`config.mk`:
```
export PLATFORM = sky130hd
export DESIGN_NAME = bounded_deque_unit
export DESIGN_NICKNAME = d
export VERILOG_FILES = /design/src/design/bdq_pkg.sv /design/src/design/bdq_cell.sv /design/src/design/bounded_deque_unit.sv
export SDC_FILE = /design/constraint.sdc
export NUM_CORES = 1
export LEC_CHECK = 0
export BUFFER_PORTS_ARGS = -buffer_cell sky130_fd_sc_hd__buf_2
export CAP_MARGIN = 40
export CORE_ASPECT_RATIO = 1.4
export CORE_UTILIZATION = 58
export CTS_BUF_LIST = sky130_fd_sc_hd__clkbuf_8
export DETAILED_ROUTE_END_ITERATION = 12
export GPL_TIMING_DRIVEN = 1
export PLACE_DENSITY = 0.79
export SYNTH_ARGS = -nofsm -noshare
export SYNTH_HDL_FRONTEND = slang
export SYNTH_SLANG_ARGS = --single-unit
```
`constraint.sdc`:
```
create_clock -name clk -period 5.8 [get_ports clk]
set_input_delay 1.74 -clock clk [delete_from_list [all_inputs] [get_ports clk]]
set_output_delay 1.74 -clock clk [all_outputs]
set_load 0.05 [all_outputs]
```
`src/design/bdq_pkg.sv`:
```
package bdq_pkg;

  localparam int DEPTH      = 16;
  localparam int DATA_WIDTH = 32;
  localparam int CNT_W      = $clog2(DEPTH + 1);

  // request codes; anything above REQ_STATUS acts as a status request
  localparam logic [2:0] REQ_PUSH_FRONT = 3'd0;
  localparam logic [2:0] REQ_PUSH_BACK  = 3'd1;
  localparam logic [2:0] REQ_POP_FRONT  = 3'd2;
  localparam logic [2:0] REQ_POP_BACK   = 3'd3;
  localparam logic [2:0] REQ_STATUS     = 3'd4;

  localparam logic [1:0] ST_DONE  = 2'd0;
  localparam logic [1:0] ST_EMPTY = 2'd1;
  localparam logic [1:0] ST_FULL  = 2'd2;

  typedef struct packed {
    logic        [2:0]  req_type;
    logic signed [31:0] push_value;
  } bdq_in_t;

  typedef struct packed {
    logic signed [31:0] popped_value;
    logic signed [31:0] front_value;
    logic signed [31:0] back_value;
    logic        [4:0]  entry_count;
    logic        [1:0]  status;
  } bdq_out_t;

  // per-cycle command broadcast to every cell
  typedef struct packed {
    logic shift_back;   // push front: everything moves one cell back
    logic shift_front;  // pop front: everything moves one cell forward
    logic load_back;    // push back: first free cell takes the word
    logic drop_back;    // pop back: last occupied cell frees itself
  } bdq_ctl_t;

  // stored word -> 32-bit signed report
  function automatic logic [31:0] report(input logic [DATA_WIDTH-1:0] w);
    logic [63:0] ext;
    ext = 64'($signed(w));
    return ext[31:0];
  endfunction

  // 32-bit input word -> stored width
  function automatic logic [DATA_WIDTH-1:0] to_word(input logic [31:0] v);
    logic [63:0] ext;
    ext = 64'($signed(v));
    return ext[DATA_WIDTH-1:0];
  endfunction

endpackage

```
`src/design/bdq_cell.sv`:
```
module bdq_cell
  import bdq_pkg::*;
(
  input  logic                  clk,
  input  logic                  rst_n,
  input  bdq_ctl_t              ctl,
  input  logic [DATA_WIDTH-1:0] push_word,
  input  logic [DATA_WIDTH-1:0] prev_data,
  input  logic                  prev_occ,
  input  logic [DATA_WIDTH-1:0] next_data,
  input  logic                  next_occ,
  output logic [DATA_WIDTH-1:0] data_r,
  output logic                  occ_r
);

  logic [DATA_WIDTH-1:0] data_nxt;
  logic                  occ_nxt;

  always_comb begin
    data_nxt = data_r;
    occ_nxt  = occ_r;
    if (ctl.shift_back) begin
      data_nxt = prev_data;
      occ_nxt  = prev_occ;
    end else if (ctl.shift_front) begin
      data_nxt = next_data;
      occ_nxt  = next_occ;
    end else if (ctl.load_back && !occ_r && prev_occ) begin
      data_nxt = push_word;
      occ_nxt  = 1'b1;
    end else if (ctl.drop_back && occ_r && !next_occ) begin
      occ_nxt  = 1'b0;
    end
  end

  always_ff @(posedge clk) begin
    if (!rst_n) begin
      occ_r <= 1'b0;
    end else begin
      occ_r <= occ_nxt;
    end
  end

  always_ff @(posedge clk) begin
    data_r <= data_nxt;
  end

endmodule

```
`src/design/bounded_deque_unit.sv`:
```
// Bounded deque of DEPTH signed words, built as a chain of shift cells.
// The result is registered: it is valid right after the edge that accepts the request.
// Throughput: one request per cycle while the result side keeps stall low.
// Reset (rst_n low, synchronous): queue empty, no result pending; cell data not cleared.
module bounded_deque_unit
  import bdq_pkg::*;
(
  input  logic     clk,
  input  logic     rst_n,
  input  logic     in_valid,
  output logic     in_stall,
  input  bdq_in_t  in_req,
  output logic     out_valid,
  input  logic     out_stall,
  output bdq_out_t out_rsp
);

  // Cell 0 always holds the front word. Occupancy forms a thermometer
  // code from cell 0, so the back word sits in the last occupied cell.
  logic [DATA_WIDTH-1:0] cell_data [DEPTH];
  logic [DEPTH-1:0]      cell_occ;

  logic [CNT_W-1:0]      cnt_r, cnt_nxt;
  logic                  out_valid_r;
  logic [31:0]           popped_r, popped_nxt;
  logic [1:0]            status_r, status_nxt;

  logic                  accept;
  logic                  empty, full;
  logic [DATA_WIDTH-1:0] push_word;
  logic [DATA_WIDTH-1:0] back_word;
  bdq_ctl_t              ctl;

  // a new request may enter as long as the result register is free or
  // being drained this cycle
  assign in_stall  = out_valid_r && out_stall;
  assign accept    = in_valid && !in_stall;
  assign empty     = !cell_occ[0];
  assign full      = cell_occ[DEPTH-1];
  assign push_word = to_word(in_req.push_value);

  // back word: one-hot select of the last occupied cell, zero when empty
  always_comb begin
    back_word = '0;
    for (int i = 0; i < DEPTH; i++) begin
      if (cell_occ[i] && (i == DEPTH - 1 || !cell_occ[(i + 1) % DEPTH])) begin
        back_word = back_word | cell_data[i];
      end
    end
  end

  // request decode
  always_comb begin
    ctl        = '0;
    cnt_nxt    = cnt_r;
    popped_nxt = '0;
    status_nxt = ST_DONE;
    if (accept) begin
      case (in_req.req_type)
        REQ_PUSH_FRONT, REQ_PUSH_BACK: begin
          if (full) begin
            status_nxt = ST_FULL;
          end else begin
            ctl.shift_back = (in_req.req_type == REQ_PUSH_FRONT);
            ctl.load_back  = (in_req.req_type == REQ_PUSH_BACK);
            cnt_nxt        = cnt_r + CNT_W'(1);
          end
        end
        REQ_POP_FRONT, REQ_POP_BACK: begin
          if (empty) begin
            status_nxt = ST_EMPTY;
          end else begin
            ctl.shift_front = (in_req.req_type == REQ_POP_FRONT);
            ctl.drop_back   = (in_req.req_type == REQ_POP_BACK);
            popped_nxt      = (in_req.req_type == REQ_POP_FRONT) ?
                              report(cell_data[0]) : report(back_word);
            cnt_nxt         = cnt_r - CNT_W'(1);
          end
        end
        default: begin
          // status only (REQ_STATUS and unused codes): nothing moves
          status_nxt = ST_DONE;
        end
      endcase
    end
  end

  // the chain: each cell exchanges data only with its two neighbors, plus the broadcast ctl and push word
  for (genvar g = 0; g < DEPTH; g++) begin : g_cell
    logic [DATA_WIDTH-1:0] prev_data, next_data;
    logic                  prev_occ, next_occ;

    if (g == 0) begin : g_head
      assign prev_data = push_word;
      assign prev_occ  = 1'b1;
    end else begin : g_mid
      assign prev_data = cell_data[g-1];
      assign prev_occ  = cell_occ[g-1];
    end

    if (g == DEPTH - 1) begin : g_tail
      assign next_data = '0;
      assign next_occ  = 1'b0;
    end else begin : g_body
      assign next_data = cell_data[g+1];
      assign next_occ  = cell_occ[g+1];
    end

    bdq_cell u_cell (
      .clk       (clk),
      .rst_n     (rst_n),
      .ctl       (ctl),
      .push_word (push_word),
      .prev_data (prev_data),
      .prev_occ  (prev_occ),
      .next_data (next_data),
      .next_occ  (next_occ),
      .data_r    (cell_data[g]),
      .occ_r     (cell_occ[g])
    );
  end

  always_ff @(posedge clk) begin
    if (!rst_n) begin
      cnt_r       <= '0;
      out_valid_r <= 1'b0;
    end else begin
      cnt_r <= cnt_nxt;
      if (accept) begin
        out_valid_r <= 1'b1;
      end else if (!out_stall) begin
        out_valid_r <= 1'b0;
      end
    end
  end

  always_ff @(posedge clk) begin
    if (accept) begin
      popped_r <= popped_nxt;
      status_r <= status_nxt;
    end
  end

  // Front and back come straight from the cells and count from cnt_r: they only change
  // on an accepted request, which cannot happen while the result is stalled.
  assign out_valid            = out_valid_r;
  assign out_rsp.popped_value = popped_r;
  assign out_rsp.front_value  = empty ? 32'd0 : report(cell_data[0]);
  assign out_rsp.back_value   = report(back_word);
  assign out_rsp.entry_count  = 5'(cnt_r);
  assign out_rsp.status       = status_r;

`ifndef NO_ASSERTIONS
  a_cnt_matches_cells: assert property (@(posedge clk) disable iff (!rst_n)
    $countones(cell_occ) == int'(cnt_r))
    else $error("entry count disagrees with occupied cells");

  a_thermometer: assert property (@(posedge clk) disable iff (!rst_n)
    ((cell_occ >> 1) & ~cell_occ) == '0)
    else $error("occupied cells not contiguous from the front");

  a_full_status: assert property (@(posedge clk) disable iff (!rst_n)
    out_valid_r && status_r == ST_FULL |-> cnt_r == CNT_W'(DEPTH))
    else $error("full refusal with free cells");

  a_empty_status: assert property (@(posedge clk) disable iff (!rst_n)
    out_valid_r && status_r == ST_EMPTY |-> cnt_r == '0 && popped_r == '0)
    else $error("empty refusal on a non-empty queue");
`endif

endmodule
```
==> results.tsv, run 1 <==
stage	metric	value	unit
global_routing	largest net degree at the start of global routing	224	
pwr	Switching Fraction	27.1	%
clocking	Worst-path clk slew	70	ps
die	I/O Pins	144	
clocking	cts repair resizes	0	
clocking	Clock Latency Late Sink	660	ps
setup_path	CP Capture Type	output port	
logic_synthesis	syn nets	2024	
hold_path	WHS Endpoint	cnt_r[3]$_SDFFE_PN0P_	
die	Core Footprint	0.0473	mm2
logic_synthesis	synthesized netlist cell count	1981	
sta	Tcrit/Tclk final	87.9	%
hold_path	hold depth	2	
sta	final count of negative-setup-slack endpoints	0	
setup_path	CP Max Fanout	17	
die	die area	0.0492	mm2
route	drt drc	0	
setup_path	CP Class	register to output port	
route	Top Layer Used	met4	
hold_path	hold path start	cnt_r[3]$_SDFFE_PN0P_	
logic_synthesis	synth warn	0	
run_status	outcome	finished, final reports clean	
setup_path	Req. time, crit path	4060	ps
die	Starting Density	59.2	%
pwr	Peak supply drop	0.152	mV
pwr	P_int	6.60	mW
logic_synthesis	Post-synth EDFFs	546	
sta	Tmin final	5100	ps
layout	Non-Filler Instances	2717	
clocking	CTS Buf Count	85	
route	DRT met1 WL	30500	um
sta	Max Slew Vio Count	0	
route	Avg WL per Cell	33.1	um
pwr	leakage power	10.7	nW
route	DR vias/cell	8.04	
sta	Final Hold Fails	0	
clocking	CTS tree	done	
pwr	total power divided by cell area	295	mW/mm2
global_routing	vias in the first global route	20900	
die	Die X-Extent	188	um
global_routing	number of antenna violations at the first check in global routing	2	
route	TritonRoute pass-1 iters	6	
hold_path	Hold Path Class	register to register	
setup_path	reg2reg setup slack	2400	ps
placed_design	Placed Cells incl. Taps	2559	
setup_path	FF-to-FF End	g_cell[10].u_cell.data_r[31]$_DFFE_PP_	
logic_synthesis	register area share after synthesis	60.1	%
die	FP Rows	94	
sta	Slew @ Worst Pin	1090	ps
clocking	clock sink total	568	
route	met2 wire length	40000	um
logic_synthesis	Syn Area/Cell	14.1	um2
setup_path	Critical R2R Launch	g_cell[0].u_cell.occ_r$_SDFFE_PN0P_	
job	max_cap viols	0	
route	Vias	21800	
global_routing	total gr overflow	0	
clocking	Setup Fix Bufs, Post-CTS	0	
logic_synthesis	asr flop ratio synth	0	%
placed_design	Final GP Congestion	0.886	
sta	clock skew	27.8	ps
route	DRT iter0 DRCs	4186	
die	die height	262	um
global_routing	GRT Resource Usage Total	36.0	%
clocking	H-tree levels	3	
pwr	sequential share of power	52.1	%
route	Final ANT Viol Nets	0	
setup_path	FF-to-FF path depth	6	
route	met3 WL	14200	um
global_routing	first-pass GRT wire length	132000	um
logic_synthesis	Post-synth top flop	edfxtp_1	
clocking	Hold Buf Count CTS	0	
logic_synthesis	unique cell type count in the Yosys netlist	60	
pwr	combinational share of power	12.0	%
pwr	clock share of power	36.0	%
sta	Final TNS setup	0	ps
setup_path	CP startpoint kind	register	
logic_synthesis	Seq cells post-synth	568	
sta	RSZ-0062 raised after global routing	false	
layout	share of layout cells above drive strength 1	20.3	%
clocking	CTS Buffer Depth	3	
route	Routed WL	90000	um
sta	worst rel slew slack	27.5	%
layout	nets	2065	
pwr	Sw Pwr	2.45	mW
logic_synthesis	post-synthesis cell area	0.0280	mm2
sta	max frequency	0.196	GHz
placed_design	DP Wirelength	49600	um
clocking	Root Buffer	clkbuf_8	
setup_path	WP data arrival	3360	ps
placed_design	port bufs	143	
layout	area grow syn2layout	9.66	%
[layer usage]
layer  vias up  GRT usage [%]
met5         -              0
li1       8721              -
met1     10600           47.3
met3       391           9.50
met4         0           19.6
met2      2086           55.0
[worst max path at each step]
stage,from,cells after the start,end
final,g_cell[4].u_cell.occ_r$_SDFFE_PN0P_,6,out_rsp[10]
after global routing,g_cell[4].u_cell.occ_r$_SDFFE_PN0P_,6,out_rsp[10]
after CTS,g_cell[4].u_cell.occ_r$_SDFFE_PN0P_,6,out_rsp[10]
after detailed placement,out_stall,7,g_cell[11].u_cell.data_r[31]$_DFFE_PP_
after global placement,out_stall,7,g_cell[15].u_cell.data_r[1]$_DFFE_PP_
after floorplan,in_valid,7,g_cell[10].u_cell.data_r[0]$_DFFE_PP_
[cells in the mapped netlist (all sizes together) (2+ instances only)]
cell type,count,area share (%)
a2111oi,2,0.063
a211o,4,0.13
a21o,34,0.91
a21oi,8,0.14
a221o,452,16
a221oi,51,1.6
a22o,61,1.9
a22oi,145,3.9
a31oi,6,0.13
a41o,3,0.11
and2,72,1.8
and3,2,0.045
and3b,6,0.19
and4,22,0.69
buf,130,3.5
clkbuf,128,1.7
dfxtp,22,1.6
edfxtp,546,59
ha,3,0.13
inv,11,0.15
mux2,32,1.3
mux2i,3,0.11
nand2,25,0.36
nand2b,6,0.13
nand3,22,0.39
nand4,25,0.56
nor2,32,0.44
nor2b,20,0.45
nor4,2,0.045
nor4b,5,0.16
o211a,17,0.61
o21a,7,0.19
o21ai,39,0.70
o221ai,4,0.13
o22a,3,0.094
o22ai,3,0.067
or3,3,0.067
or3b,7,0.22
or4b,2,0.071
xnor2,3,0.094
[cell usage in the layout (no fill, tap or decap), types with 20 or more instances in the layout]
| cell type | n |
|---|---|
| buf_2 | 142 |
| a221oi_1 | 51 |
| mux2_2 | 32 |
| a21o_1 | 34 |
| and2_1 | 44 |
| and4_1 | 22 |
| nand2_1 | 24 |
| dfxtp_1 | 20 |
| nand3_1 | 22 |
| nand4_1 | 25 |
| a22oi_1 | 145 |
| buf_4 | 53 |
| o21ai_0 | 25 |
| nor2_1 | 30 |
| edfxtp_1 | 546 |
| a221o_1 | 452 |
| and2_4 | 26 |
| inv_1 | 26 |
| a22o_1 | 61 |
| clkinv_1 | 29 |
| clkbuf_8 | 89 |
[area by class of cell]
type                            instances  area [um2]
Clock inverter                         68         392
Tap cell                              624         781
Multi-Input combinational cell       1143        9960
Clock buffer                           89        1220
Fill cell                            3448       16600
Inverter                               12        50.0
Antenna cell                            1        2.50
Sequential cell                       568       16800
Timing Repair Buffer                  212        1470
[cells by family after synthesis]
logic type	synth area share, %
compound gates	27.0
xor+xnor	0.125
fa+ha+maj	0.205
buf+inv	5.40
flops	60.1
mux	1.39
simple gates	5.77
[power by group through the flow]
| stage | sequential (mW) | combinational [mW] | clock [mW] |
|---|---|---|---|
| 2_1_floorplan | 4.82 | 0.736 | 0 |
| 3_3_place_gp | 4.79 | 1.02 | 0 |
| 3_5_place_dp | 4.79 | 1.05 | 0 |
| 4_1_cts | 4.71 | 1.06 | 3.25 |
| 5_1_grt | 4.72 | 1.12 | 3.41 |
| 6_report | 4.71 | 1.08 | 3.26 |
[registers in the layout (all words and copies together) (netlist names)]
register / count
g_cell.u_cell.data_r: 512
popped_r: 32
g_cell.u_cell.occ_r: 16
cnt_r: 5
status_r: 2
out_valid: 1
[stage by stage]
stage	instance area, um2	setup WS, ps	hold WS (ps)	total power, mW	utilization [%]
after detailed placement	29100	1030	548	5.85	61.5
after global placement	29000	1060	521	5.81	61.3
after floorplan	28000	201	489	5.56	-
final	30700	704	555	9.05	65.0
after CTS	30700	831	558	9.02	65.0
after global routing	30700	718	598	9.25	65.0
[worst max-delay path, cell delays in order, from the launching register on]
cell	delay (ps)
dfxtp_1	480
nor2b_4	860
buf_4	490
a22oi_1	140
and4_1	270
nand3_1	160
buf_2	300
(Power assumes the default switching activity.)
==> inputs of run 2 (changes only) <==
--- a/config.mk
+++ b/config.mk
@@ -13,6 +13,8 @@
 export DETAILED_ROUTE_END_ITERATION = 12
 export GPL_TIMING_DRIVEN = 1
 export PLACE_DENSITY = 0.79
+export REMOVE_ABC_BUFFERS = 1
 export SYNTH_ARGS = -nofsm -noshare
 export SYNTH_HDL_FRONTEND = slang
 export SYNTH_SLANG_ARGS = --single-unit
+export TNS_END_PERCENT = 50
==> run 2 against run 1 <==
- critical path depth stayed put
- critical path type unchanged
- register-to-register slack got worse by 160 ps
- utilization down 0.12 points
==> results.tsv, run 2 (synthesized netlist as in run 1, its figures left out) <==
stage	metric	value	unit	change
hold_path	hold depth	2		unchanged
route	DRT iter0 DRCs	4018		-4.0%
setup_path	CP top delay family	simple AND/OR/NAND/NOR gates		
hold_path	hold path start	cnt_r[3]$_SDFFE_PN0P_		
route	TritonRoute pass-1 iters	6		unchanged
layout	Fill cells	3416		-0.93%
setup_path	Req. time, crit path	4060	ps	about the same
global_routing	number of antenna violations at the first check in global routing	2		unchanged
die	die area	0.0492	mm2	unchanged
setup_path	CP startpoint kind	register		
route	Final ANT Viol Nets	0		unchanged
clocking	Root Buffer	clkbuf_8		
route	DR vias/cell	8.03		-0.11%
die	die height	262	um	unchanged
job	max_cap viols	0		unchanged
placed_design	pre-CTS WS	989	ps	-37.5 ps
clocking	H-tree levels	3		unchanged
hold_path	WHS Endpoint	cnt_r[3]$_SDFFE_PN0P_		
sta	RSZ-0062 raised after global routing	false		
setup_path	CP Max Fanout	15		-2
clocking	clock sink total	568		unchanged
placed_design	Placed Cells incl. Taps	2561		+0.078%
layout	nets	2067		+0.097%
setup_path	CP peak stage delay	740	ps	-120 ps
layout	share of layout cells above drive strength 1	19.8	%	-0.53 points
placed_design	Final GP Congestion	0.873		-1.4%
hold_path	Hold Path Class	register to register		
layout	register area	0.0168	mm2	unchanged
sta	Tcrit/Tclk final	86.2	%	-1.6 points
placed_design	DP Wirelength	51700	um	+4.3%
die	Starting Density	59.2	%	unchanged
setup_path	FF-to-FF End	g_cell[12].u_cell.data_r[31]$_DFFE_PP_		
route	Avg WL per Cell	33.1	um	about the same
pwr	Peak supply drop	0.164	mV	+8.0%
global_routing	first-pass GRT wire length	132000	um	+0.13%
clocking	CTS tree	done		
layout	area grow syn2layout	9.46	%	
die	I/O Pins	144		unchanged
clocking	Clock Latency Late Sink	670	ps	about the same
route	Routed WL	90000	um	about the same
sta	Slew @ Worst Pin	996	ps	-91.9 ps
layout	commonest non-fill, non-tap cell in the layout	edfxtp_1		
layout	most frequent cells in the layout	edfxtp_1 (546), a221o_1 (452), a22oi_1 (145)		
sta	final count of negative-setup-slack endpoints	0		unchanged
run_status	outcome	finished, final reports clean		
setup_path	CP Launch Point	g_cell[11].u_cell.occ_r$_SDFFE_PN0P_		
setup_path	reg2reg setup slack	2240	ps	-160 ps
layout	multi-input logic area	0.00996	mm2	about the same
clocking	Worst-path clk slew	60	ps	about the same
setup_path	slowest CP cell	nor2b_4		
sta	Final Hold Fails	0		unchanged
sta	clock skew	31.2	ps	+3.44 ps
route	Vias	21800		-0.11%
global_routing	total gr overflow	0		unchanged
sta	max frequency	0.200	GHz	+1.9%
die	FP Rows	94		unchanged
global_routing	GRT Resource Usage Total	35.9	%	-0.068 points
placed_design	port bufs	143		unchanged
clocking	CTS Buffer Depth	3		unchanged
setup_path	CP Capture Type	output port		
layout	Non-Filler Instances	2717		unchanged
clocking	cts repair resizes	0		unchanged
global_routing	vias in the first global route	21200		+1.6%
clocking	Hold Buf Count CTS	0		unchanged
layout	top flop regs	g_cell.u_cell.data_r (512), popped_r (32), g_cell.u_cell.occ_r (16)		
pwr	leakage power	10.7	nW	+0.13%
sta	Max Slew Vio Count	0		unchanged
sta	Tmin final	5000	ps	-95.3 ps
setup_path	WP data arrival	3260	ps	-100 ps
global_routing	largest net degree at the start of global routing	196		-13%
die	Core Footprint	0.0473	mm2	unchanged
sta	Final Worst Setup Slack	799	ps	+95.3 ps
clocking	CTS Buf Count	84		-1.2%
setup_path	CP Class	register to output port		
layout	number of flip-flops in the largest register	512		unchanged
layout	Top reg by flops	g_cell.u_cell.data_r		
route	drt drc	0		unchanged
setup_path	CP Cell Sequence	nor2b_4, buf_4, a22oi_1, and4_1, nand4_1, buf_2		
clocking	Setup Fix Bufs, Post-CTS	0		unchanged
setup_path	Critical R2R Launch	g_cell[15].u_cell.occ_r$_SDFFE_PN0P_		
pwr	total power divided by cell area	289	mW/mm2	-1.8%
die	Die X-Extent	188	um	unchanged
sta	worst rel slew slack	33.4	%	+6.0 points
setup_path	FF-to-FF path depth	7		+1
setup_path	Buf/Inv on CP	2		unchanged
run 2: worst max-delay path by stage:
stage                                                   endpoint  slack (ps)  cells past startpoint
final                                                out_rsp[21]         800                      6
after global routing                                 out_rsp[21]         840                      6
after CTS                                            out_rsp[14]         940                      6
after detailed placement  g_cell[11].u_cell.data_r[31]$_DFFE_PP_         990                      8
after global placement     g_cell[14].u_cell.data_r[0]$_DFFE_PP_         990                      8
after floorplan            g_cell[10].u_cell.data_r[0]$_DFFE_PP_      -13020                      5
run 2: worst reg2reg max path: cells and delay by family, from the launching register on:
kind / cells / cell delay (ps)
and+or+nand+nor: 3 / 1410
DFF: 1 / 350
AOI/OAI and AO/OA: 2 / 610
buffers and inverters: 2 / 1030
run 2: final cells by class:
class                           count  share of cell area [%]
Clock buffer                       86                    3.86
Sequential cell                   568                    54.9
Antenna cell                        1                 0.00816
Inverter                           12                   0.163
Timing Repair Buffer              215                    4.92
Clock inverter                     68                    1.09
Tap cell                          624                    2.55
Multi-Input combinational cell   1143                    32.5
run 2: metal layers:
| metal | up-vias | GRT usage, % | wire length [um] |
|---|---|---|---|
| met5 | - | 0 | 0 |
| met4 | 0 | 22.9 | 6060 |
| met3 | 423 | 8.61 | 12600 |
| met2 | 2064 | 55.4 | 40800 |
| met1 | 10600 | 46.0 | 30600 |
| li1 | 8726 | - | - |
run 2: power breakdown:
part	switching, mW	internal (mW)	leakage, nW
clock network	1.60	1.47	0.894
logic	0.723	0.362	4.66
registers	0.0847	4.63	5.18
run 2: per-stage QoR:
stage / total power [mW] / instance area, um2 / hold WS, ps / setup TNS (ps) / utilization, %
after floorplan: 5.50 / 26600 / 488 / -6630920 / -
after global placement: 5.81 / 29000 / 528 / 0 / 61.3
after detailed placement: 5.85 / 29100 / 541 / 0 / 61.6
after CTS: 8.85 / 30600 / 553 / 0 / 64.8
after global routing: 9.09 / 30700 / 579 / 0 / 64.9
final: 8.87 / 30700 / 560 / 0 / 64.9
